File: src/rtl/ray_sphere_intersection_defines.svh
// Assertion macros used by the RTL
`ifndef RAY_SPHERE_INTERSECTION_DEFINES_SVH
`define RAY_SPHERE_INTERSECTION_DEFINES_SVH

// a implies b on the next cycle
`define RSI_ASSERT_NEXT(lbl, a, b) \
    lbl: assert property (@(posedge clk) disable iff (!rst_n) (a) |=> (b)) else $error("lbl");

// a implies b in the same cycle
`define RSI_ASSERT_NOW(lbl, a, b) \
    lbl: assert property (@(posedge clk) disable iff (!rst_n) (a) |-> (b)) else $error("lbl");

`endif

File: src/rtl/rsi_pkg.sv
package rsi_pkg;
    localparam int CoordW   = 32;
    localparam int DirW     = 18;
    localparam int RadW     = 31;
    localparam int TW       = 33;
    localparam int VW       = 52;
    localparam int DiscW    = 106;
    localparam int SqrtW    = 53;
    localparam int FrontLat = 6;
    localparam int QDepth   = 8;

    localparam logic [1:0] RegCx = 2'd0;
    localparam logic [1:0] RegCy = 2'd1;
    localparam logic [1:0] RegCz = 2'd2;
    localparam logic [1:0] RegR  = 2'd3;

    // ray plus derived terms, passed front to back
    typedef struct packed {
        logic signed [CoordW-1:0] ox;
        logic signed [CoordW-1:0] oy;
        logic signed [CoordW-1:0] oz;
        logic signed [DirW-1:0]   dx;
        logic signed [DirW-1:0]   dy;
        logic signed [DirW-1:0]   dz;
        logic signed [VW-1:0]     v;
        logic signed [DiscW-1:0]  disc;
    } ray_item_t;

    typedef struct packed {
        logic                     hit;
        logic signed [CoordW-1:0] t;
        logic signed [CoordW-1:0] px;
        logic signed [CoordW-1:0] py;
        logic signed [CoordW-1:0] pz;
    } rsi_result_t;

    function automatic logic signed [CoordW-1:0] sat32(input logic signed [VW:0] x);
        logic signed [VW:0] mx;
        logic signed [VW:0] mn;
        mx = (VW+1)'(64'sd2147483647);
        mn = -(VW+1)'(64'sd2147483648);
        if (x > mx)
            sat32 = CoordW'(mx);
        else if (x < mn)
            sat32 = CoordW'(mn);
        else
            sat32 = x[CoordW-1:0];
    endfunction
endpackage

File: src/rtl/rsi_queue.sv
// Small FIFO between front and back
module rsi_queue
    import rsi_pkg::*;
#(
    parameter int Depth = QDepth
)
(
    input  logic      clk,
    input  logic      rst_n,
    input  logic      wr_en,
    input  ray_item_t wr_data,
    input  logic      rd_en,
    output ray_item_t rd_data,
    output logic      empty,
    output logic [$clog2(Depth+1)-1:0] count
);
    localparam int AW = $clog2(Depth);
    ray_item_t mem_reg [Depth];
    logic [AW-1:0] wp_reg, rp_reg;
    logic [$clog2(Depth+1)-1:0] cnt_reg;

    always_ff @(posedge clk or negedge rst_n)
    begin
        if (!rst_n)
        begin
            wp_reg  <= '0;
            rp_reg  <= '0;
            cnt_reg <= '0;
        end
        else
        begin
            if (wr_en)
                wp_reg <= (wp_reg == AW'(Depth-1)) ? '0 : wp_reg + 1'b1;
            if (rd_en)
                rp_reg <= (rp_reg == AW'(Depth-1)) ? '0 : rp_reg + 1'b1;
            cnt_reg <= cnt_reg + (wr_en ? 1'b1 : 1'b0) - (rd_en ? 1'b1 : 1'b0);
        end
    end

    always_ff @(posedge clk)
    begin
        if (wr_en)
            mem_reg[wp_reg] <= wr_data;
    end

    assign rd_data = mem_reg[rp_reg];
    assign empty   = (cnt_reg == '0);
    assign count   = cnt_reg;
endmodule

File: config.mk
export PLATFORM = sky130hd
export DESIGN_NAME = rsi_queue
export DESIGN_NICKNAME = d
export VERILOG_FILES = /design/src/rtl/ray_sphere_intersection_defines.svh /design/src/rtl/rsi_pkg.sv /design/src/rtl/rsi_queue.sv
export SDC_FILE = /design/constraint.sdc
export NUM_CORES = 2
export LEC_CHECK = 0
export BUFFER_PORTS_ARGS = -buffer_cell sky130_fd_sc_hd__buf_2
export CORE_MARGIN = 10
export CORE_UTILIZATION = 54
export CTS_CLUSTER_DIAMETER = 30
export DETAILED_ROUTE_END_ITERATION = 6
export PLACE_DENSITY_LB_ADDON = 0.25
export SYNTH_ARGS = -nofsm -noshare
export SYNTH_HDL_FRONTEND = slang
export SYNTH_SLANG_ARGS = --single-unit
File: constraint.sdc
create_clock -name clk -period 24.3 [get_ports clk]
set_input_delay 7.29 -clock clk [delete_from_list [all_inputs] [get_ports clk]]
set_output_delay 7.29 -clock clk [all_outputs]
set_load 0.01 [all_outputs]
### After elaboration in Yosys (flattened, before gate mapping)

Memories as Yosys holds them, arrays and structs flattened.
Index checks and enable logic that the tools add are counted.
Widths: inputs -> output; s select.

| cells by class | value |
|---|---|
| mux-type cells | 6 |
| eq/ne operators | 2 |
| reductions and logical operators | 1 |
| add/subtract/negate cells | 4 |

Operators with widths:

| cell | number |
|---|---|
| $add 3x1->3 const B | 2 |
| $eq 3x3->1 const B | 2 |
| $mux 3 | 2 |
| $add 4x1->4 | 1 |
| $logic_not 4->1 | 1 |
| $mux 1 | 4 |
| $sub 4x1->4 | 1 |

| storage, ports and cells | value |
|---|---|
| RAM bits | 2,464 |
| memories | 1 |
| bits of input ports | 312 |
| bits in registers | 10 |

Memory list:

| memory | depth | bits a word | rd ports | clocked after memory_dff | wr ports | RTL line | RTL |
|---|---|---|---|---|---|---|---|
| mem_reg | 8 | 308 | 1 | 0 | 1 | rsi_queue.sv:18 | `ray_item_t mem_reg [Depth];` |

### Longest topological paths before layout

| logic depth | value |
|---|---|
| depth after elaboration | 3 |
| depth in mapped cells | 7 |

### Worst setup path before layout

Ideal clock, no wire load.

| path | value |
|---|---|
| path type | input-to-reg |
| from | input port wr_en |
| to | memory mem_reg[0][0] in the netlist's numbering (enable) |
| path buffers | 0 |
| stages | 2 |
| setup time | 1.355 ns |
| required time | 22.945 ns |
| data arrival time | 28.087 ns |
| slack | -5.141 ns |
| path through | nand2b_1 -> nor3_1 |

| between the ends | value |
|---|---|
| longest elaborated chain between the ends | 2 |

Ends and longest elaborated chain:

| what | RTL line | RTL |
|---|---|---|
| start, declared | rsi_queue.sv:10 | `input logic wr_en,` |
| $mux 1 | rsi_queue.sv:42 | `if (wr_en)` |
| $mux 1 (not written as such) | rsi_queue.sv:43 | `mem_reg[wp_reg] <= wr_data;` |
| end, declared | rsi_queue.sv:18 |  |

No other way between the ends.

==> results_dict.tcl <==
set metrics [dict create \
    busiest_layer "met2" \
    cts_post_setup_buffers_inserted 0 \
    setup_viol 0 \
    path_common_cell "buf_4" \
    worstMarginPinSlew_ns 1.14 \
    final_layout_size_suffix_gt1_frac 0.361 \
    yosys_register_bits 2474 \
    multi_input_area_um2 17700 \
    cts_tree "done" \
    rows 152 \
    p_total_mw 15.4 \
    crit_required_ns 17.01 \
    grtUsageTotal 0.225 \
    yosys_warnings 0 \
    grt_max_degree 163 \
    grt_pass1_vias 48000 \
    fin_util 0.662 \
    numCtsBuffers 446 \
    synth_cell_types 22 \
    die_y_um 435 \
    syn_inst 4266 \
    vias 45600 \
    yosys-top-cells-area "edfxtp_1 (80%), mux4_2 (15%), nand2_1 (3.7%)" \
    gp_congestion 0.745 \
    startpoint_type "register" \
    die_w_um 435 \
    first_pass_iters 5 \
    wl_per_cell_um 26.9 \
    finalHoldViolCount 0 \
    fmax_mhz 74.1 \
    crit_chain "buf_4 -> buf_12 -> buf_4 -> buf_4 -> mux4_2 -> nand2_1 -> nand2_1 -> buf_2" \
    worstHoldPathType "reg2reg" \
    finalCritPeriodShare 0.555 \
    cpPeakStageDelay_ns 0.89 \
    ir_drop_v 0.000118 \
    synth_area_per_cell_um2 21.8 \
    clk_pin_slew_ns 0.05 \
    critPathSlowestCell "buf_4" \
    dp_slack_ns 11.61 \
    syn_to_final_growth_pct 22.1 \
    setup_tns_ns 0 \
    power_density_nw_per_um2 136 \
    drc 0 \
    drt_iter0_drc 3815 \
    yosysSeqAreaShare 0.799 \
    htreeDepth 5 \
    synth_ff_type "edfxtp_1" \
    io_pins 625 \
    p_sw_mw 4.53 \
    clockPowerShare 0.387 \
    largest_reg_flops 2464 \
    path_class "reg2out" \
    synth_top_cell_area_share 0.796 \
    clock_path_buffers 4 \
    p_int_mw 10.9 \
    outcome "finished, final reports clean" \
    critPathBufInv 5 \
    swShare 0.293 \
    via_per_inst 5.76 \
    period_minus_slack_ns 13.49 \
    syn_nets 4588 \
    comb_power_share 0.255 \
    nets 5522 \
    power_frac_seq 0.358 \
    cts_hold_buffers 0 \
    postCtsResizedCells 0 \
    syn-cell-area_um2 92900 \
    cp_top_family "buffers and inverters" \
    cts_sinks 2474 \
    synthArstFlopShare 0.00404 \
    end_kind "output port" \
    maxCapViolCount 0 \
    synth_edf_count 2464 \
    grt_pass1_wl_um 318000 \
    synth_commonest_cells "edfxtp_1 (2464), nand2_1 (927), mux4_2 (616)" \
    hpwl_um 112000 \
    setup_slack_ns 10.81 \
    worstPathArrival_ns 6.20 \
    gr-usage-met2 0.372 \
    met1_usage 0.282 \
    holdWs_ns 0.583 \
    fill_cells 10800 \
    relSlewSlack 0.239 \
    maxSlewViolCount 0 \
    portBuffers 624 \
    yosysMostFrequentCell "edfxtp_1" \
    yosysTopAreaCell "edfxtp_1" \
    root_buffer "clkbuf_16" \
    rsz0062_at_grt "false" \
    die_area_um2 189000 \
    power_leakage_nw 39.2 \
    met3_usage 0.0499 \
    regArea_um2 74300 \
    start_util 0.542 \
    antenna_found_initial 112 \
    crit_fanout 102 \
    grt.overflow.total 0 \
    core_area_um2 171000 \
    clk_latency_ns 0.92 \
    detail-route-antenna-nets 0 \
    finClkSkew_ns 0.0395 \
    wirelength_um 213000 \
]
==> cell type report <==
cell class / count / share of cell area
diodes: 48 / 0.00106
clock buffers: 500 / 0.102
clock inverters: 307 / 0.0278
inverters: 8 / 0.000331
multi-input cells: 1578 / 0.156
flip-flops and latches: 2474 / 0.654
well taps: 2310 / 0.0255
repair buffers: 692 / 0.0333
==> power by group through the flow <==
stage                     registers (mW)  logic [mW]  clock network (mW)
final                               5.52        3.94                5.97
after global routing                5.57        4.23                6.27
after CTS                           5.53        4.04                6.06
after detailed placement            5.59        4.01                   0
after global placement              5.56        3.99                   0
after floorplan                     5.79        2.58                   0
==> worst register-to-register path: cells and delay by family, from the launching register on <==
| family | cells | cell delay (ns) |
|---|---|---|
| buffers and inverters | 3 | 2.38 |
| DFF | 1 | 0.41 |
| and+or+nand+nor | 2 | 1.19 |
==> placed cells by master (no fill, tap or decap), drive strengths merged, types with 4 or more instances in the layout <==
master,synthesis,layout
clkinvlp,0,57
nor2,8,8
edfxtp,2464,2464
ha,9,9
mux2,4,4
diode,0,48
clkbuf,75,500
bufinv,0,55
clkinv,0,170
mux4,616,616
dfrtp,10,10
buf,131,692
nand2,927,927
inv,8,33
==> routing by layer <==
metal / wire length, um / vias to the layer above
met5: 356 / -
met4: 9660 / 54
met3: 14200 / 508
met2: 109000 / 1822
met1: 79300 / 23800
li1: - / 19400
==> metrics by stage <==
stage	instance area [um2]	std cells
global route	113000	7905
floorplan	92900	4266
detailed placement	98700	7062
global placement	98700	7062
finish	113000	7917
CTS	113000	7869
==> worst paths after layout <==
check / startpoint / to / slack (ns) / cells past startpoint
max in group asynchronous: rst_n / rp_reg[2]$_DFFE_PN0P_ / 17.83 / 1
hold reg to reg: wp_reg[2]$_DFFE_PN0P_ / wp_reg[2]$_DFFE_PN0P_ / 0.58 / 1
setup reg to reg: wp_reg[2]$_DFFE_PN0P_ / mem_reg[3][88]$_DFFE_PP_ / 19.92 / 5
min in group asynchronous: rst_n / rp_reg[1]$_DFFE_PN0P_ / 6.21 / 1
setup / recovery: rp_reg[0]$_DFFE_PN0P_ / rd_data[110] / 10.81 / 8
hold / removal: wp_reg[2]$_DFFE_PN0P_ / wp_reg[2]$_DFFE_PN0P_ / 0.58 / 1
==> logic make-up (layout without fill, tap and decap cells) <==
group,count (synthesis),count (layout),synth area share
flops,2474,2474,0.799
simple gates,942,942,0.0382
mux,620,620,0.150
buf+inv,214,1507,0.0113
fa+ha+maj,10,10,0.00143
compound gates,4,4,0.000242
xor+xnor,2,2,0.000189
other cells,0,48,0
Power figures use the tool's default switching activity.
